**src/sv/sqe_pkg.sv**
```systemverilog
package sqe_pkg;

   // opcodes with a meaning of their own
   localparam logic [7:0] OP_SET_LENGTH     = 8'h00;
   localparam logic [7:0] OP_SET_VOICES     = 8'h01;
   localparam logic [7:0] OP_CALL           = 8'h02;
   localparam logic [7:0] OP_RETURN         = 8'h03;
   localparam logic [7:0] OP_SET_MULTIPLIER = 8'h04;
   localparam logic [7:0] OP_REPEAT_START_0 = 8'h06;
   localparam logic [7:0] OP_REPEAT_END_0   = 8'h07;
   localparam logic [7:0] OP_JUMP           = 8'h08;
   localparam logic [7:0] OP_NOTE           = 8'h09;
   localparam logic [7:0] OP_VOICE_BLOCK    = 8'h0B;
   localparam logic [7:0] OP_TIE            = 8'h0E;
   localparam logic [7:0] OP_REPEAT_START_1 = 8'h0F;
   localparam logic [7:0] OP_REPEAT_END_1   = 8'h10;
   localparam logic [7:0] OP_TABLE_LAST     = 8'h14;
   localparam logic [7:0] OP_BLOCK_FIRST    = 8'h18;
   localparam logic [7:0] OP_BLOCK_LAST     = 8'h97;

   localparam logic [7:0] NO_NOTE = 8'hFF;

   localparam int unsigned BYTE_W     = 8;
   localparam int unsigned POS_W      = 4;
   localparam int unsigned DURATION_W = 16;
   localparam int unsigned COUNT_W    = 9;
   localparam int unsigned TARGET_W   = 16;

   typedef enum logic [1:0] {
      KIND_COMMAND = 2'd0,
      KIND_NOTE    = 2'd1,
      KIND_REST    = 2'd2,
      KIND_TIE     = 2'd3
   } event_kind_type;

   typedef enum logic [2:0] {
      FLOW_NONE         = 3'd0,
      FLOW_CALL         = 3'd1,
      FLOW_RETURN       = 3'd2,
      FLOW_JUMP         = 3'd3,
      FLOW_REPEAT_START = 3'd4,
      FLOW_REPEAT_END   = 3'd5
   } flow_kind_type;

   typedef struct packed {
      logic [BYTE_W-1:0]     opcode;
      logic [POS_W-1:0]      event_bytes;
      event_kind_type        event_kind;
      logic [DURATION_W-1:0] duration;
      logic [BYTE_W-1:0]     note_byte;
      flow_kind_type         flow_kind;
      logic [COUNT_W-1:0]    repeat_count;
      logic                  repeat_slot;
      logic [TARGET_W-1:0]   target_address;
      logic [BYTE_W-1:0]     voice_mask;
   } event_type;

   // opcodes followed by a voice mask byte
   function automatic logic has_mask(input logic [7:0] op);
      return (op == OP_NOTE) || (op == OP_VOICE_BLOCK) ||
             ((op >= OP_BLOCK_FIRST) && (op <= OP_BLOCK_LAST));
   endfunction

   // length from the opcode alone; mask opcodes give 0 until the mask arrives
   function automatic logic [POS_W-1:0] opcode_length(input logic [7:0] op);
      logic [POS_W-1:0] len;
      len = 4'd1;
      if (has_mask(op)) begin
         len = 4'd0;
      end else if (op <= OP_TABLE_LAST) begin
         unique case (op[4:0])
            5'h00, 5'h01, 5'h04, 5'h05, 5'h0A, 5'h0C, 5'h0D,
            5'h11, 5'h12, 5'h13, 5'h14: len = 4'd2;
            5'h02, 5'h08:               len = 4'd3;
            5'h06, 5'h07, 5'h0F, 5'h10: len = 4'd4;
            default:                    len = 4'd1;
         endcase
      end
      return len;
   endfunction

   function automatic logic [POS_W-1:0] mask_length(input logic [7:0] mask);
      logic [POS_W-1:0] n;
      n = 4'd2;
      for (int i = 0; i < 8; i++) begin
         n = n + {3'b000, mask[i]};
      end
      return n;
   endfunction

endpackage

```
**src/sv/sqe_if.sv**
```systemverilog
interface sqe_req_if;
   logic                        valid;
   logic                        ready;
   logic [sqe_pkg::BYTE_W-1:0]  data_byte;

   modport source (output valid, output data_byte, input ready);
   modport sink   (input valid, input data_byte, output ready);
endinterface

interface sqe_rsp_if;
   logic                           valid;
   logic                           ready;
   logic [sqe_pkg::BYTE_W-1:0]     opcode;
   logic [sqe_pkg::POS_W-1:0]      event_bytes;
   logic [1:0]                     event_kind;
   logic [sqe_pkg::DURATION_W-1:0] duration;
   logic [sqe_pkg::BYTE_W-1:0]     note_byte;
   logic [2:0]                     flow_kind;
   logic [sqe_pkg::COUNT_W-1:0]    repeat_count;
   logic                           repeat_slot;
   logic [sqe_pkg::TARGET_W-1:0]   target_address;
   logic [sqe_pkg::BYTE_W-1:0]     voice_mask;

   modport source (output valid, output opcode, output event_bytes, output event_kind,
                   output duration, output note_byte, output flow_kind,
                   output repeat_count, output repeat_slot, output target_address,
                   output voice_mask, input ready);
   modport sink   (input valid, input opcode, input event_bytes, input event_kind,
                   input duration, input note_byte, input flow_kind,
                   input repeat_count, input repeat_slot, input target_address,
                   input voice_mask, output ready);
endinterface

```
**src/sv/sequence_event_decoder.sv**
```systemverilog
// channel  dir  transaction payload
// -------  ---  -------------------------------------------------------------
// req      in   data_byte: one byte of the event stream
// rsp      out  one finished event: opcode, length, kind, duration, note,
//               flow kind, repeat count/slot, target address, voice mask
//
// one byte per cycle sustained while rsp does not stall; each accepted byte is held in the input
// register, then the framer decodes it and closes the event into the output
// register, so each result passes the input register and then the output register
// synchronous active-high reset clears framing state and both valid flags
// when rsp stalls, the input register holds and req.ready drops until the
// output register is taken; nothing is dropped or repeated
module sequence_event_decoder (
   input logic       clock,
   input logic       reset,
   sqe_req_if.sink   req_chan,
   sqe_rsp_if.source rsp_chan
);

   // input register
   logic                       in_valid_ff, in_valid_in;
   logic [sqe_pkg::BYTE_W-1:0] in_byte_ff;

   // output register
   logic                rsp_valid_ff, rsp_valid_in;
   sqe_pkg::event_type  rsp_data_ff;

   logic                step;
   logic                done;
   sqe_pkg::event_type  result;

   // a held byte moves on when the output register is free or being emptied
   assign step           = in_valid_ff && (!rsp_valid_ff || rsp_chan.ready);
   assign req_chan.ready = !in_valid_ff || step;

   always_comb begin
      in_valid_in = req_chan.valid ? 1'b1 : (in_valid_ff && !step);
      if (step) begin
         rsp_valid_in = done;
      end else begin
         rsp_valid_in = rsp_valid_ff && !rsp_chan.ready;
      end
   end

   sqe_framer u_framer (
      .clock     (clock),
      .reset     (reset),
      .step      (step),
      .data_byte (in_byte_ff),
      .done      (done),
      .result    (result)
   );

   always_ff @(posedge clock) begin
      if (reset) begin
         in_valid_ff  <= 1'b0;
         rsp_valid_ff <= 1'b0;
      end else begin
         in_valid_ff  <= in_valid_in;
         rsp_valid_ff <= rsp_valid_in;
      end
   end

   // payload registers, no reset needed
   always_ff @(posedge clock) begin
      if (req_chan.valid && req_chan.ready) begin
         in_byte_ff <= req_chan.data_byte;
      end
      if (step && done) begin
         rsp_data_ff <= result;
      end
   end

   assign rsp_chan.valid          = rsp_valid_ff;
   assign rsp_chan.opcode         = rsp_data_ff.opcode;
   assign rsp_chan.event_bytes    = rsp_data_ff.event_bytes;
   assign rsp_chan.event_kind     = rsp_data_ff.event_kind;
   assign rsp_chan.duration       = rsp_data_ff.duration;
   assign rsp_chan.note_byte      = rsp_data_ff.note_byte;
   assign rsp_chan.flow_kind      = rsp_data_ff.flow_kind;
   assign rsp_chan.repeat_count   = rsp_data_ff.repeat_count;
   assign rsp_chan.repeat_slot    = rsp_data_ff.repeat_slot;
   assign rsp_chan.target_address = rsp_data_ff.target_address;
   assign rsp_chan.voice_mask     = rsp_data_ff.voice_mask;

endmodule

```
**src/sv/sqe_framer.sv**
```systemverilog
module sqe_framer (
   input  logic                       clock,
   input  logic                       reset,
   input  logic                       step,
   input  logic [sqe_pkg::BYTE_W-1:0] data_byte,
   output logic                       done,
   output sqe_pkg::event_type         result
);

   logic [sqe_pkg::POS_W-1:0]  pos_ff, pos_in;
   logic [sqe_pkg::BYTE_W-1:0] opcode_ff, opcode_in;
   logic [sqe_pkg::POS_W-1:0]  length_ff, length_in;
   logic [sqe_pkg::BYTE_W-1:0] operand1_ff, operand1_in;
   logic [sqe_pkg::BYTE_W-1:0] operand2_ff, operand2_in;
   logic [sqe_pkg::BYTE_W-1:0] operand3_ff, operand3_in;
   logic [sqe_pkg::BYTE_W-1:0] first_note_ff, first_note_in;
   logic [sqe_pkg::BYTE_W-1:0] note_length_ff, note_length_in;
   logic [sqe_pkg::BYTE_W-1:0] multiplier_ff, multiplier_in;
   logic [sqe_pkg::BYTE_W-1:0] voices_ff, voices_in;

   logic                          at_start;
   logic [sqe_pkg::POS_W-1:0]     pos_inc;
   logic [sqe_pkg::BYTE_W-1:0]    mult_eff;
   logic [sqe_pkg::DURATION_W-1:0] product;

   always_comb begin
      at_start    = (pos_ff == '0);
      opcode_in   = at_start ? data_byte : opcode_ff;
      operand1_in = (pos_ff == 4'd1) ? data_byte : operand1_ff;
      operand2_in = (pos_ff == 4'd2) ? data_byte : operand2_ff;
      operand3_in = (pos_ff == 4'd3) ? data_byte : operand3_ff;

      if (at_start) begin
         length_in = sqe_pkg::opcode_length(data_byte);
      end else if ((pos_ff == 4'd1) && sqe_pkg::has_mask(opcode_ff)) begin
         length_in = sqe_pkg::mask_length(data_byte);
      end else begin
         length_in = length_ff;
      end

      if (at_start) begin
         first_note_in = sqe_pkg::NO_NOTE;
      end else if ((pos_ff >= 4'd2) && (opcode_ff == sqe_pkg::OP_NOTE) &&
                   (first_note_ff == sqe_pkg::NO_NOTE) && (data_byte != sqe_pkg::NO_NOTE)) begin
         first_note_in = data_byte;
      end else begin
         first_note_in = first_note_ff;
      end

      pos_inc = pos_ff + 4'd1;
      done    = at_start ? (length_in == 4'd1) : (pos_inc >= length_in);
      pos_in  = done ? '0 : pos_inc;

      // settings commands land when their event closes
      note_length_in = note_length_ff;
      multiplier_in  = multiplier_ff;
      voices_in      = voices_ff;
      if (done) begin
         if (opcode_in == sqe_pkg::OP_SET_LENGTH)     note_length_in = operand1_in;
         if (opcode_in == sqe_pkg::OP_SET_VOICES)     voices_in      = operand1_in;
         if (opcode_in == sqe_pkg::OP_SET_MULTIPLIER) multiplier_in  = operand1_in;
      end

      mult_eff = (multiplier_ff == '0) ? 8'd1 : multiplier_ff;
      product  = {8'h00, note_length_ff} * {8'h00, mult_eff};

      result                = '0;
      result.opcode         = opcode_in;
      result.event_bytes    = length_in;
      result.event_kind     = sqe_pkg::KIND_COMMAND;
      result.note_byte      = sqe_pkg::NO_NOTE;
      result.flow_kind      = sqe_pkg::FLOW_NONE;
      result.voice_mask     = voices_in;

      if ((opcode_in == sqe_pkg::OP_NOTE) || (opcode_in == sqe_pkg::OP_TIE)) begin
         result.duration = (product == '0) ? 16'd1 : product;
         if (opcode_in == sqe_pkg::OP_TIE) begin
            result.event_kind = sqe_pkg::KIND_TIE;
         end else if (first_note_in == sqe_pkg::NO_NOTE) begin
            result.event_kind = sqe_pkg::KIND_REST;
         end else begin
            result.event_kind = sqe_pkg::KIND_NOTE;
            result.note_byte  = first_note_in;
         end
      end

      case (opcode_in)
         sqe_pkg::OP_CALL: begin
            result.flow_kind      = sqe_pkg::FLOW_CALL;
            result.repeat_count   = 9'd1;
            result.target_address = {operand2_in, operand1_in};
         end
         sqe_pkg::OP_RETURN: result.flow_kind = sqe_pkg::FLOW_RETURN;
         sqe_pkg::OP_JUMP: begin
            result.flow_kind      = sqe_pkg::FLOW_JUMP;
            result.target_address = {operand2_in, operand1_in};
         end
         sqe_pkg::OP_REPEAT_START_0, sqe_pkg::OP_REPEAT_START_1,
         sqe_pkg::OP_REPEAT_END_0, sqe_pkg::OP_REPEAT_END_1: begin
            result.flow_kind = ((opcode_in == sqe_pkg::OP_REPEAT_START_0) ||
                                (opcode_in == sqe_pkg::OP_REPEAT_START_1)) ?
                               sqe_pkg::FLOW_REPEAT_START : sqe_pkg::FLOW_REPEAT_END;
            // a zero count means a full 256 passes
            result.repeat_count   = (operand1_in == '0) ? 9'd256 : {1'b0, operand1_in};
            result.repeat_slot    = (opcode_in == sqe_pkg::OP_REPEAT_START_1) ||
                                    (opcode_in == sqe_pkg::OP_REPEAT_END_1);
            result.target_address = {operand3_in, operand2_in};
         end
         default: ;
      endcase
   end

   always_ff @(posedge clock) begin
      if (reset) begin
         pos_ff         <= '0;
         opcode_ff      <= '0;
         length_ff      <= '0;
         first_note_ff  <= sqe_pkg::NO_NOTE;
         note_length_ff <= '0;
         multiplier_ff  <= '0;
         voices_ff      <= '0;
      end else if (step) begin
         pos_ff         <= pos_in;
         opcode_ff      <= opcode_in;
         length_ff      <= length_in;
         first_note_ff  <= first_note_in;
         note_length_ff <= note_length_in;
         multiplier_ff  <= multiplier_in;
         voices_ff      <= voices_in;
      end
   end

   always_ff @(posedge clock) begin
      if (step) begin
         operand1_ff <= operand1_in;
         operand2_ff <= operand2_in;
         operand3_ff <= operand3_in;
      end
   end

endmodule

```
**src/flat_wrapper.sv**
```systemverilog
// flat-port wrapper written by rule: the top's interface ports become plain ports
module sequence_event_decoder_flat 
  (clock, reset, req_chan_valid, req_chan_data_byte, req_chan_ready, rsp_chan_valid, rsp_chan_opcode, rsp_chan_event_bytes, rsp_chan_event_kind, rsp_chan_duration, rsp_chan_note_byte, rsp_chan_flow_kind, rsp_chan_repeat_count, rsp_chan_repeat_slot, rsp_chan_target_address, rsp_chan_voice_mask, rsp_chan_ready);
  sqe_req_if req_chan_i ();
  sqe_rsp_if rsp_chan_i ();
  input logic clock;
  input logic reset;
  input wire logic [$bits(req_chan_i.valid)-1:0] req_chan_valid;
  input wire logic [$bits(req_chan_i.data_byte)-1:0] req_chan_data_byte;
  output wire logic [$bits(req_chan_i.ready)-1:0] req_chan_ready;
  output wire logic [$bits(rsp_chan_i.valid)-1:0] rsp_chan_valid;
  output wire logic [$bits(rsp_chan_i.opcode)-1:0] rsp_chan_opcode;
  output wire logic [$bits(rsp_chan_i.event_bytes)-1:0] rsp_chan_event_bytes;
  output wire logic [$bits(rsp_chan_i.event_kind)-1:0] rsp_chan_event_kind;
  output wire logic [$bits(rsp_chan_i.duration)-1:0] rsp_chan_duration;
  output wire logic [$bits(rsp_chan_i.note_byte)-1:0] rsp_chan_note_byte;
  output wire logic [$bits(rsp_chan_i.flow_kind)-1:0] rsp_chan_flow_kind;
  output wire logic [$bits(rsp_chan_i.repeat_count)-1:0] rsp_chan_repeat_count;
  output wire logic [$bits(rsp_chan_i.repeat_slot)-1:0] rsp_chan_repeat_slot;
  output wire logic [$bits(rsp_chan_i.target_address)-1:0] rsp_chan_target_address;
  output wire logic [$bits(rsp_chan_i.voice_mask)-1:0] rsp_chan_voice_mask;
  input wire logic [$bits(rsp_chan_i.ready)-1:0] rsp_chan_ready;
  assign req_chan_i.valid = req_chan_valid;
  assign req_chan_i.data_byte = req_chan_data_byte;
  assign req_chan_ready = req_chan_i.ready;
  assign rsp_chan_valid = rsp_chan_i.valid;
  assign rsp_chan_opcode = rsp_chan_i.opcode;
  assign rsp_chan_event_bytes = rsp_chan_i.event_bytes;
  assign rsp_chan_event_kind = rsp_chan_i.event_kind;
  assign rsp_chan_duration = rsp_chan_i.duration;
  assign rsp_chan_note_byte = rsp_chan_i.note_byte;
  assign rsp_chan_flow_kind = rsp_chan_i.flow_kind;
  assign rsp_chan_repeat_count = rsp_chan_i.repeat_count;
  assign rsp_chan_repeat_slot = rsp_chan_i.repeat_slot;
  assign rsp_chan_target_address = rsp_chan_i.target_address;
  assign rsp_chan_voice_mask = rsp_chan_i.voice_mask;
  assign rsp_chan_i.ready = rsp_chan_ready;
  sequence_event_decoder u_core (.clock(clock), .reset(reset), .req_chan(req_chan_i), .rsp_chan(rsp_chan_i));
endmodule
```
**config.mk**
```make
export PLATFORM = sky130hd
export DESIGN_NAME = sequence_event_decoder_flat
export DESIGN_NICKNAME = d
export VERILOG_FILES = /design/src/sv/sqe_pkg.sv /design/src/sv/sqe_if.sv /design/src/sv/sequence_event_decoder.sv /design/src/sv/sqe_framer.sv /design/src/flat_wrapper.sv
export SDC_FILE = /design/constraint.sdc
export NUM_CORES = 1
export LEC_CHECK = 0
export BUFFER_PORTS_ARGS = -buffer_cell sky130_fd_sc_hd__buf_4
export CORE_AREA = 4 4 131 195
export CTS_BUF_LIST = sky130_fd_sc_hd__clkbuf_8
export DETAILED_ROUTE_END_ITERATION = 7
export DIE_AREA = 0 0 135 199
export GPL_ROUTABILITY_DRIVEN = 0
export PLACE_DENSITY_LB_ADDON = 0.1
export SETUP_SLACK_MARGIN = 0.15
export SLEW_MARGIN = 20
export SYNTH_ARGS = -nofsm -noshare
export SYNTH_HDL_FRONTEND = slang
export SYNTH_SLANG_ARGS = --single-unit
```
**constraint.sdc**
```tcl
create_clock -name clock -period 7.4 [get_ports clock]
set_input_delay 1.85 -clock clock [delete_from_list [all_inputs] [get_ports clock]]
set_output_delay 1.85 -clock clock [all_outputs]
set_load 0.03 [all_outputs]
```
==> flow_summary_export.csv, run 1 <==
group,metric,value,unit
detailed_routing,num_vias,6817,
critical_path,timing.critical_path.depth,18,
critical_path,worst_setup_path_start_kind,"flip-flop",
critical_path,timing.rr.end,"u_core.rsp_chan.repeat_count[3]",
timing,worst_slew_pin_slew,0.992,ns
clock_tree,max-clock-path-buffers,2,
clock_tree,clock_tree_from_tritoncts,"yes",
synth,yosysWarningCount,0,
pwr,pwr_density_cell,177,nW/um^2
worst_hold_path,hold_class,"reg -> reg",
synth,post_synth_inst_count,877,
synth,dominantRegCellSynth,"sky130_fd_sc_hd__edfxtp_1",
critical_path,rrSetupSlack,0.88,ns
global_route,first_pass_grt_wire_length,39200,microns
floorplan,placement_rows,69,
floorplan,die_height,199,microns
clock_tree,post-cts-setup-buffer-count,0,
critical_path,startpoint_of_the_worst_setup_timing_path,"u_core.in_byte_ff[3]",
detailed_routing,drtPass1Iterations,4,
pwr,leakage,4.32,nW
place,place.detailed.hpwl,18700,microns
critical_path,critical_path_buf_inv_count,5,
critical_path,crit_path_cell_trace,"fa_1 > inv_1 > fa_1 > fa_1 > inv_1 > ha_1 > inv_1 > fa_1 > xor2_1 > mux2i_1 > o22a_1 > ha_1 > nor2b_1 > o21ai_0 > a22oi_1 > nand2_1 > clkinv_2 > buf_4",
clock_tree,htreeDepth,4,
detailed_routing,first_iter_violations,357,
critical_path,critical_path.endpoint,"u_core.rsp_chan.repeat_count[3]",
synth,yosys-top-cells-area,"sky130_fd_sc_hd__edfxtp_1 (34%), sky130_fd_sc_hd__dfxtp_1 (11%), sky130_fd_sc_hd__fa_1 (8.5%)",
critical_path,worstPathRequired,7.50,ns
critical_path,worst_r2r_path_depth,18,
critical_path,worst_path_largest_cell_delay,0.66,ns
synth,synthArstFlopShare,0,
place,io_buffers,88,
timing,post_route_fraction_of_the_period_consumed_by_the_critical_path,0.882,
global_route,total_grt_usage,0.192,
synth,synth_cell_types,68,
critical_path,end_kind,"flip-flop",
detailed_routing,post_drt_wl_per_cell,19.5,microns
timing,relSlewSlack,0.322,
synth,synth_fp_nets,980,
synth,synth.top_cell.area_share,0.341,
floorplan,die-width,135,microns
clock_tree,cts_root_buf,"sky130_fd_sc_hd__clkbuf_8",
timing,finClkSkew,0.0155,ns
timing,period_needed,6.52,ns
synth,ys_seq_elements,160,
pwr,worst_ir_drop_vdd,0.108,mV
layout,layout-drive-gt1-share,0.168,
timing,final_hold_viol_count,0,
clock_tree,postCtsHoldBufs,0,
timing,grt_setup_unrepaired,"no",
synth,yosysSeqAreaShare,0.454,
synth,syn-mean-instance-area,10.7,sq um
status,run_status,"finished clean",
timing,final-setup-viol-count,0,
floorplan,ioPinCount,89,
clock_tree,clk_pin_slew,0.09,ns
global_route,maximum_number_of_pins_on_one_net_before_global_route_repair,51,
critical_path,worstPathArrival,6.63,ns
timing,report.final.slew_viol_count,0,
clock_tree,cts_made_buffers,17,
clock_tree,clkSinkCount,160,
detailed_routing,detail_route.drc_violations,0,
timing,max_freq,0.153,GHz
layout,insertedDiodeCount,0,
floorplan,core-area,23700,sq um
global_route,grt_pass1_vias,6986,
critical_path,critical_path_class,"reg -> reg",
timing,final.setup.tns,0,ns
critical_path,critical_path.reg2reg.startpoint,"u_core.in_byte_ff[3]",
global_route,grt_antenna_before_repair,0,
layout,n_fill_cell,2320,
detailed_routing,route.final.wire_length,25000,microns
critical_path,worst_path_slowest_cell,"sky130_fd_sc_hd__a22oi_1",
critical_path,cp_top_family,"adder cells",
detailed_routing,drt-vias-per-instance,5.31,
flow_run,cap_violations,0,
layout,layout.cells.non_filler,1284,
synth,synth_edf_count,107,
clock_tree,cts.repair.resized,0,
global_route,global_route_congestion_overflow_total,0,
layout,synthToLayoutAreaGrowth,14.4,%
synth,synth_top_cell_by_area,"sky130_fd_sc_hd__edfxtp_1",
critical_path,cp_common_cell,"sky130_fd_sc_hd__fa_1",
clock_tree,clock_latency,0.47,ns
floorplan,initial_core_util,0.397,
detailed_routing,final_antenna_net_count,0,
layout,numnets_final,1055,
synth,netlist_area,9410,sq um
floorplan,die-area,26900,sq um
place,dp_cells,1252,
critical_path,worst-path-max-fanout,50,
[worst min-delay path by stage]
stage,startpoint,endpoint,depth (start not counted)
after CTS,u_core.u_framer.length_ff[0],u_core.u_framer.length_ff[0],2
after global routing,u_core.u_framer.length_ff[0],u_core.u_framer.length_ff[0],2
final,u_core.u_framer.length_ff[0],u_core.u_framer.length_ff[0],2
after global placement,u_core.u_framer.length_ff[0],u_core.u_framer.length_ff[0],2
after floorplan,u_core.u_framer.length_ff[3],u_core.u_framer.length_ff[3],2
after detailed placement,u_core.u_framer.length_ff[0],u_core.u_framer.length_ff[0],2
[placed cells by master (no fill, tap or decap), drive strengths merged, types with 4 or more instances in the layout]
cell type | Yosys | final
a21oi | 43 | 43
nand2 | 62 | 62
mux2i | 35 | 35
o41ai | 8 | 8
nand3 | 14 | 14
o22ai | 17 | 17
o2bb2ai | 8 | 8
o21ai | 37 | 37
clkinv | 1 | 5
clkbuf | 28 | 17
xnor2 | 9 | 9
xor2 | 5 | 5
o311ai | 8 | 8
o21bai | 4 | 4
a211oi | 8 | 8
nor2b | 7 | 7
ha | 51 | 51
inv | 87 | 94
nand2b | 6 | 6
edfxtp | 107 | 107
nor3 | 15 | 15
nor2 | 60 | 60
nor3b | 4 | 4
dfxtp | 53 | 53
nand4 | 8 | 8
a311oi | 9 | 9
a21o | 5 | 5
mux2 | 19 | 19
or3 | 5 | 5
buf | 12 | 96
fa | 40 | 40
and2 | 56 | 56
or2 | 4 | 4
and3 | 4 | 4
[cell usage after synthesis, drive strengths merged (2+ instances only)]
cell type,count
a2111oi,3
a211oi,8
a21o,5
a21oi,43
a311oi,9
a32oi,3
and2,56
and3,4
and4,3
and4b,2
buf,12
clkbuf,28
dfxtp,53
edfxtp,107
fa,40
ha,51
inv,87
mux2,19
mux2i,35
nand2,62
nand2b,6
nand3,14
nand3b,3
nand4,8
nor2,60
nor2b,7
nor3,15
nor3b,4
nor4,3
o211a,2
o211ai,2
o21a,2
o21ai,37
o21bai,4
o22a,2
o22ai,17
o2bb2ai,8
o311ai,8
o41ai,8
or2,4
or3,5
or3b,2
or4,2
xnor2,9
xor2,5
[layer usage]
| layer | vias up | share of wire | GRT usage |
|---|---|---|---|
| met1 | 3377 | 0.36 | 0.197 |
| li1 | 3270 | - | - |
| met2 | 132 | 0.58 | 0.382 |
| met5 | - | 0 | 0 |
| met3 | 38 | 0.029 | 0.0311 |
| met4 | 0 | 0.028 | 0.0702 |
[kinds of logic (layout without fill, tap and decap cells)]
family,count (synthesis),after routing,share of synthesized area
DFF,160,160,0.454
adders and majority gates,91,91,0.153
and+or+nand+nor,261,261,0.145
buffers and inverters,128,216,0.0532
muxes,54,54,0.0621
xor gates and xnor gates,14,14,0.0130
AOI/OAI and AO/OA,169,169,0.120
[final cells by class]
cell class,instances,area (sq um),share of cell area
Multi-Input combinational cell,589,4640,0.431
Sequential cell,160,4270,0.397
Timing Repair Buffer,96,721,0.0669
Tap cell,319,399,0.0371
Inverter,88,334,0.0310
Clock buffer,17,234,0.0217
Clock inverter,15,170,0.0158
[flip-flops by register name (all words and copies together) (netlist names), named ones only]
name / flops
u_core.u_framer.voices_ff: 8
u_core.rsp_chan.flow_kind: 3
u_core.u_framer.multiplier_ff: 8
u_core.u_framer.first_note_ff: 8
u_core.rsp_chan.valid: 1
u_core.rsp_chan.note_byte: 8
u_core.rsp_chan.event_bytes: 4
u_core.u_framer.length_ff: 4
u_core.rsp_chan.voice_mask: 8
u_core.rsp_chan.event_kind: 2
u_core.u_framer.opcode_ff: 8
u_core.u_framer.operand3_ff: 8
u_core.u_framer.operand1_ff: 8
u_core.rsp_chan.repeat_count: 9
u_core.rsp_chan.target_address: 16
u_core.rsp_chan.opcode: 8
u_core.u_framer.note_length_ff: 8
u_core.u_framer.operand2_ff: 8
u_core.in_valid_ff: 1
u_core.rsp_chan.repeat_slot: 1
u_core.rsp_chan.duration: 16
u_core.in_byte_ff: 8
u_core.u_framer.pos_ff: 4
[stage by stage]
step	instance area (sq um)	utilization	total power [mW]	worst slack, ns	hold slack (ns)
2_1_floorplan	9410	-	1.18	1.18	0.436
3_3_place_gp	10400	0.436	1.26	0.490	0.457
3_5_place_dp	10400	0.437	1.26	0.894	0.465
4_1_cts	10800	0.454	1.93	0.871	0.478
5_1_grt	10800	0.454	1.99	0.467	0.488
6_report	10800	0.454	1.91	0.876	0.473
[worst register-to-register path: cells and delay by family, from the launching register on]
family | cells | cell delay, ns
simple gates | 2 | 0.56
mux | 1 | 0.09
buf+inv | 5 | 1.32
fa+ha+maj | 6 | 2.29
flops | 1 | 0.64
compound gates | 3 | 1.08
xor+xnor | 1 | 0.17
[power by group]
group	switching [mW]	internal, mW
combinational	0.156	0.0734
sequential	0.0229	0.986
clock	0.388	0.283
total	0.567	1.34
Power figures use the tool's default switching activity.
==> inputs of run 2 (changes only) <==
REMOVE_ABC_BUFFERS = 1   (was unset)
SETUP_SLACK_MARGIN = 0.2   (was 0.15)
==> flow_summary_export.csv, run 2 (synthesis results as in run 1) <==
group,metric,value,unit
timing,final_hold_viol_count,0,
critical_path,cp_common_cell,"sky130_fd_sc_hd__fa_1",
flow_run,cap_violations,0,
layout,layout.core_utilization,0.451,
critical_path,critical_path_buf_inv_count,6,
layout,leading_cell_type_in_the_layout_fill_and_taps_excluded,"sky130_fd_sc_hd__edfxtp_1",
detailed_routing,route.met2.wl,13100,microns
place,io_buffers,88,
floorplan,die-width,135,microns
critical_path,worstPathRequired,7.58,ns
timing,final-setup-viol-count,0,
clock_tree,clock_latency,0.47,ns
clock_tree,post-cts-setup-buffer-count,0,
critical_path,rrSetupSlack,1.13,ns
timing,worst_slew_pin_slew,1.00,ns
clock_tree,postCtsHoldBufs,0,
detailed_routing,first_iter_violations,341,
layout,n_fill_cell,2248,
timing,final.setup.tns,0,ns
detailed_routing,detailroute.wirelength.met3,694,microns
worst_hold_path,hold_class,"reg -> reg",
critical_path,worst_r2r_path_depth,19,
timing,grt_setup_unrepaired,"no",
pwr,leakage,4.30,nW
floorplan,initial_core_util,0.397,
detailed_routing,post_drt_wl_per_cell,18.5,microns
global_route,grt_antenna_before_repair,0,
timing,post_route_fraction_of_the_period_consumed_by_the_critical_path,0.848,
floorplan,die-area,26900,sq um
critical_path,critical_path_class,"reg -> reg",
critical_path,worst_setup_path_start_kind,"flip-flop",
pwr,switching_share,0.280,
pwr,intPower,1.32,mW
critical_path,end_kind,"flip-flop",
global_route,maximum_number_of_pins_on_one_net_before_global_route_repair,48,
critical_path,crit_path_cell_trace,"fa_1 > inv_1 > fa_1 > fa_1 > inv_1 > ha_1 > inv_1 > fa_1 > nand2_1 > a32oi_1 > ha_1 > a21oi_1 > nor2b_1 > o21ai_0 > a22oi_1 > buf_4 > nand2_1 > clkinv_2 > buf_4",
global_route,global_route_congestion_overflow_total,0,
layout,layout_common_cells,"sky130_fd_sc_hd__edfxtp_1 (107), sky130_fd_sc_hd__buf_4 (94), sky130_fd_sc_hd__inv_1 (86), sky130_fd_sc_hd__nand2_1 (62), sky130_fd_sc_hd__nor2_1 (59)",
detailed_routing,met1_length,9540,microns
layout,synthToLayoutAreaGrowth,13.7,%
clock_tree,htreeDepth,4,
timing,period_needed,6.27,ns
critical_path,cp_top_family,"adder cells",
clock_tree,cts.repair.resized,0,
pwr,power.net_switching,0.514,mW
detailed_routing,drtPass1Iterations,5,
detailed_routing,route.final.wire_length,23700,microns
floorplan,core-area,23700,sq um
clock_tree,clkSinkCount,160,
clock_tree,cts_root_buf,"sky130_fd_sc_hd__clkbuf_8",
floorplan,ioPinCount,89,
clock_tree,clock_tree_from_tritoncts,"yes",
clock_tree,clk_pin_slew,0.08,ns
clock_tree,cts_made_buffers,17,
detailed_routing,final_antenna_net_count,0,
detailed_routing,drt-vias-per-instance,5.25,
layout,insertedDiodeCount,0,
detailed_routing,num_vias,6723,
detailed_routing,maxUsedRoutingLayer,"met4",
floorplan,placement_rows,69,
pwr,power.share.combinational,0.123,
critical_path,timing.critical_path.depth,19,
detailed_routing,detail_route.drc_violations,0,
layout,numnets_final,1053,
clock_tree,max-clock-path-buffers,2,
layout,layout.cells.non_filler,1281,
status,run_status,"finished clean",
critical_path,worst_path_slowest_cell,"sky130_fd_sc_hd__edfxtp_1",
timing,relSlewSlack,0.314,
critical_path,worstPathArrival,6.45,ns
global_route,total_grt_usage,0.181,
global_route,grt_pass1_vias,6783,
worst_hold_path,hold-path-cell-count,2,
critical_path,critical_path.reg2reg.startpoint,"u_core.in_byte_ff[3]",
pwr,power,1.84,mW
critical_path,timing.rr.end,"u_core.rsp_chan.duration[4]",
pwr,pwr_density_cell,172,nW/um^2
pwr,clock_power_share,0.328,
critical_path,worst-path-max-fanout,32,
floorplan,die_height,199,microns
worst_hold_path,worst_hold_path.endpoint,"u_core.u_framer.length_ff[3]",
timing,report.final.slew_viol_count,0,
timing,max_freq,0.159,GHz
pwr,worst_ir_drop_vdd,0.131,mV
timing,finClkSkew,0.0135,ns
critical_path,worst_path_largest_cell_delay,0.61,ns
place,dp_cells,1250,
place,place.detailed.hpwl,17700,microns
layout,layout-drive-gt1-share,0.162,
worst_hold_path,hold_start,"u_core.u_framer.length_ff[3]",
pwr,register_share_of_total_power,0.549,
global_route,first_pass_grt_wire_length,37400,microns
-- run 2: worst max-delay path by stage --
stage / from / to
after global placement: u_core.in_byte_ff[0] / u_core.rsp_chan.duration[9]
final: u_core.in_byte_ff[3] / u_core.rsp_chan.duration[4]
after floorplan: u_core.in_byte_ff[0] / u_core.rsp_chan.duration[0]
after CTS: u_core.in_byte_ff[3] / u_core.rsp_chan.duration[9]
after global routing: u_core.in_byte_ff[3] / u_core.rsp_chan.duration[5]
after detailed placement: u_core.in_byte_ff[3] / u_core.rsp_chan.duration[9]
-- run 2: area by class of cell --
type / count / area (sq um) / area share
multi-input combinational: 589 / 4640 / 0.433
clock buffer: 17 / 234 / 0.0219
sequential: 160 / 4270 / 0.399
clock inverter: 14 / 118 / 0.0110
timing repair buffer: 94 / 706 / 0.0659
tap: 319 / 399 / 0.0373
inverter: 88 / 334 / 0.0312
-- run 2: per-layer routing --
metal  GRT usage  vias to the layer above
met2       0.340                      128
met5           0                        -
met4      0.0583                        0
met1       0.210                     3301
met3      0.0283                       30
li1            -                     3264
-- run 2: per-stage QoR --
step	instance area (sq um)	worst slack, ns	hold WS (ns)
after global routing	10700	0.662	0.494
final	10700	1.13	0.464
after global placement	10400	1.21	0.447
after floorplan	9250	0.733	0.430
after CTS	10700	1.07	0.462
after detailed placement	10400	1.13	0.451
-- run 2: worst min-delay path, delay by kind of cell, from the launching register on --
kind               cells  cell delay, ns
DFF                    1            0.32
and+or+nand+nor        1            0.05
AOI/OAI and AO/OA      1            0.05
-- run 2: power by group through the flow --
stage / clock network (mW) / registers, mW / logic, mW
after global placement: 0 / 1.03 / 0.228
after CTS: 0.616 / 1.01 / 0.228
after floorplan: 0 / 1.05 / 0.118
after global routing: 0.656 / 1.01 / 0.247
after detailed placement: 0 / 1.03 / 0.227
final: 0.603 / 1.01 / 0.225
==> inputs of run 3 (changes only) <==
ABC_AREA = 1   (was unset)
CORE_AREA = 4 4 133 199   (was 4 4 131 195)
DIE_AREA = 0 0 137 203   (was 0 0 135 199)
clock period = 6.4 ns   (was 7.4 ns; I/O delays follow)
==> flow_summary_export.csv, run 3 <==
group,metric,value,unit
detailed_routing,drtPass1Iterations,5,
worst_hold_path,hold-path-cell-count,2,
timing,report.final.slew_viol_count,0,
pwr,leakage,5.57,nW
synth,yosys-top-cells-area,"sky130_fd_sc_hd__edfxtp_1 (33%), sky130_fd_sc_hd__dfxtp_1 (11%), sky130_fd_sc_hd__nand2_1 (10%)",
detailed_routing,detailroute.wirelength.met3,830,microns
timing,max_freq,0.179,GHz
synth,synth.top_cell.area_share,0.327,
timing,final-setup-viol-count,0,
synth,synthArstFlopShare,0,
clock_tree,clock_latency,0.47,ns
clock_tree,clk_pin_slew,0.08,ns
status,run_status,"finished clean",
detailed_routing,post_drt_wl_per_cell,16.0,microns
timing,worst_slew_pin_slew,0.711,ns
flow_run,cap_violations,0,
detailed_routing,route.final.wire_length,24700,microns
floorplan,core-area,24900,sq um
synth,synth_top_cell_by_area,"sky130_fd_sc_hd__edfxtp_1",
synth,synth.cells.most_frequent,"sky130_fd_sc_hd__nand2_1 (266), sky130_fd_sc_hd__inv_1 (226), sky130_fd_sc_hd__edfxtp_1 (107)",
critical_path,worstPathRequired,6.59,ns
detailed_routing,detail_route.drc_violations,0,
clock_tree,max-clock-path-buffers,2,
critical_path,crit_path_cell_trace,"fa_1 > inv_1 > fa_1 > fa_1 > inv_1 > ha_1 > inv_1 > fa_1 > a211oi_1 > nor2_1 > ha_1 > a21boi_0 > o21ai_0 > nand2_1 > a21oi_1 > nand2_1 > nand2_1 > inv_1 > nand2_1 > clkinv_2 > buf_12",
layout,insertedDiodeCount,0,
place,io_buffers,88,
place,place.detailed.hpwl,19000,microns
floorplan,die-width,137,microns
layout,synthToLayoutAreaGrowth,13.6,%
floorplan,placement_rows,71,
layout,numnets_final,1312,
global_route,total_grt_usage,0.184,
clock_tree,cts_root_buf,"sky130_fd_sc_hd__clkbuf_8",
critical_path,worst-path-max-fanout,53,
floorplan,die-area,27800,sq um
critical_path,end_kind,"flip-flop",
synth,yosysSeqAreaShare,0.435,
timing,final_hold_viol_count,0,
timing,relSlewSlack,0.524,
clock_tree,post-cts-setup-buffer-count,0,
timing,hold_slack,0.510,ns
synth,syn-mean-instance-area,8.63,sq um
clock_tree,clock_tree_from_tritoncts,"yes",
synth,synth_edf_count,107,
timing,post_route_fraction_of_the_period_consumed_by_the_critical_path,0.875,
detailed_routing,drt-vias-per-instance,4.83,
synth,netlist_area,9820,sq um
place,dp_cells,1518,
global_route,grt_antenna_before_repair,0,
floorplan,die_height,203,microns
clock_tree,cts_made_buffers,17,
pwr,worst_ir_drop_vdd,0.119,mV
detailed_routing,first_iter_violations,503,
synth,yosysWarningCount,0,
global_route,maximum_number_of_pins_on_one_net_before_global_route_repair,54,
timing,final.setup.tns,0,ns
detailed_routing,met1_length,9200,microns
clock_tree,cts.repair.resized,0,
clock_tree,clkSinkCount,160,
timing,grt_setup_unrepaired,"no",
layout,layout-drive-gt1-share,0.127,
critical_path,worst_path_slowest_cell,"sky130_fd_sc_hd__fa_1",
synth,ys_seq_elements,160,
critical_path,worst_path_largest_cell_delay,0.56,ns
detailed_routing,maxUsedRoutingLayer,"met4",
synth,synth_cell_types,48,
floorplan,initial_core_util,0.395,
global_route,first_pass_grt_wire_length,39200,microns
synth,post_synth_inst_count,1138,
timing,finClkSkew,0.0138,ns
layout,layout.cells.non_filler,1550,
global_route,grt_pass1_vias,7521,
layout,layout_common_cells,"sky130_fd_sc_hd__nand2_1 (266), sky130_fd_sc_hd__inv_1 (225), sky130_fd_sc_hd__edfxtp_1 (107), sky130_fd_sc_hd__buf_4 (92), sky130_fd_sc_hd__nor2_1 (79)",
synth,synth.most_common_cell,"sky130_fd_sc_hd__nand2_1",
clock_tree,postCtsHoldBufs,0,
critical_path,worst_setup_path_start_kind,"flip-flop",
detailed_routing,final_antenna_net_count,0,
detailed_routing,num_vias,7483,
layout,n_fill_cell,2541,
pwr,pwr_density_cell,209,nW/um^2
detailed_routing,route.met2.wl,13900,microns
floorplan,ioPinCount,89,
worst_hold_path,hold_class,"reg -> reg",
clock_tree,htreeDepth,4,
critical_path,worstPathArrival,5.79,ns
timing,period_needed,5.60,ns
layout,leading_cell_type_in_the_layout_fill_and_taps_excluded,"sky130_fd_sc_hd__nand2_1",
global_route,global_route_congestion_overflow_total,0,
critical_path,critical_path_class,"reg -> reg",
critical_path,worst_r2r_path_depth,21,
synth,dominantRegCellSynth,"sky130_fd_sc_hd__edfxtp_1",
## run 3: changes by cell type in the layout (fill, tap and decap cells not counted), sizes merged, moves of 17 or more
| cell | delta |
|---|---|
| mux2 | -19 |
| nand2 | +208 |
| nor2 | +31 |
| and2 | -55 |
| mux2i | -35 |
| o21ai | +35 |
| inv | +136 |
| o22ai | -17 |
| nand3 | +29 |
## run 3: layer usage
layer	vias to the layer above	GRT usage
met4	0	0.0724
li1	3754	-
met2	147	0.353
met1	3539	0.195
met5	-	0
met3	43	0.0325
## run 3: worst paths after layout
check	end	from	slack (ns)
setup / recovery	u_core.rsp_chan.voice_mask[1]	u_core.in_byte_ff[0]	0.80
setup reg to reg	u_core.rsp_chan.voice_mask[1]	u_core.in_byte_ff[0]	0.80
hold / removal	u_core.u_framer.first_note_ff[0]	u_core.u_framer.first_note_ff[0]	0.51
hold reg to reg	u_core.u_framer.first_note_ff[0]	u_core.u_framer.first_note_ff[0]	0.51
## run 3: cell type report
class	instances	area [sq um]	share of cell area
flip-flops and latches	160	4270	0.383
well taps	328	410	0.0368
clock buffers	17	234	0.0210
inverters	231	870	0.0780
repair buffers	93	711	0.0637
multi-input cells	706	4480	0.402
clock inverters	15	170	0.0153
## run 3: cells by family (layout without fill, tap and decap cells)
| family | after synthesis | after routing | share of synthesized area |
|---|---|---|---|
| simple gates | 438 | 438 | 0.197 |
| buf+inv | 272 | 356 | 0.108 |
| compound gates | 164 | 164 | 0.101 |
| flops | 160 | 160 | 0.435 |
| fa+ha+maj | 91 | 91 | 0.147 |
| xor+xnor | 13 | 13 | 0.0116 |
## run 3: stage by stage
step                      instance area [sq um]  total power, mW   util  worst slack, ns
after floorplan                            9630             1.45      -            0.250
after detailed placement                  10700             1.59  0.432            0.772
after global placement                    10700             1.59  0.432            0.801
after global routing                      11200             2.45  0.448            0.356
final                                     11200             2.33  0.448            0.799
after CTS                                 11200             2.36  0.448            0.756
## run 3: worst max-delay path: cells and delay by family, from the launching register on
| kind | cells | cell delay (ns) |
|---|---|---|
| buffers and inverters | 6 | 1.10 |
| adders and majority gates | 6 | 2.37 |
| AOI/OAI and AO/OA | 4 | 0.64 |
| DFF | 1 | 0.48 |
| and+or+nand+nor | 5 | 0.70 |
## run 3: report_power, final
part | switching (mW) | internal (mW)
Combinational | 0.258 | 0.111
Clock | 0.391 | 0.383
Sequential | 0.0260 | 1.16
Total | 0.676 | 1.66
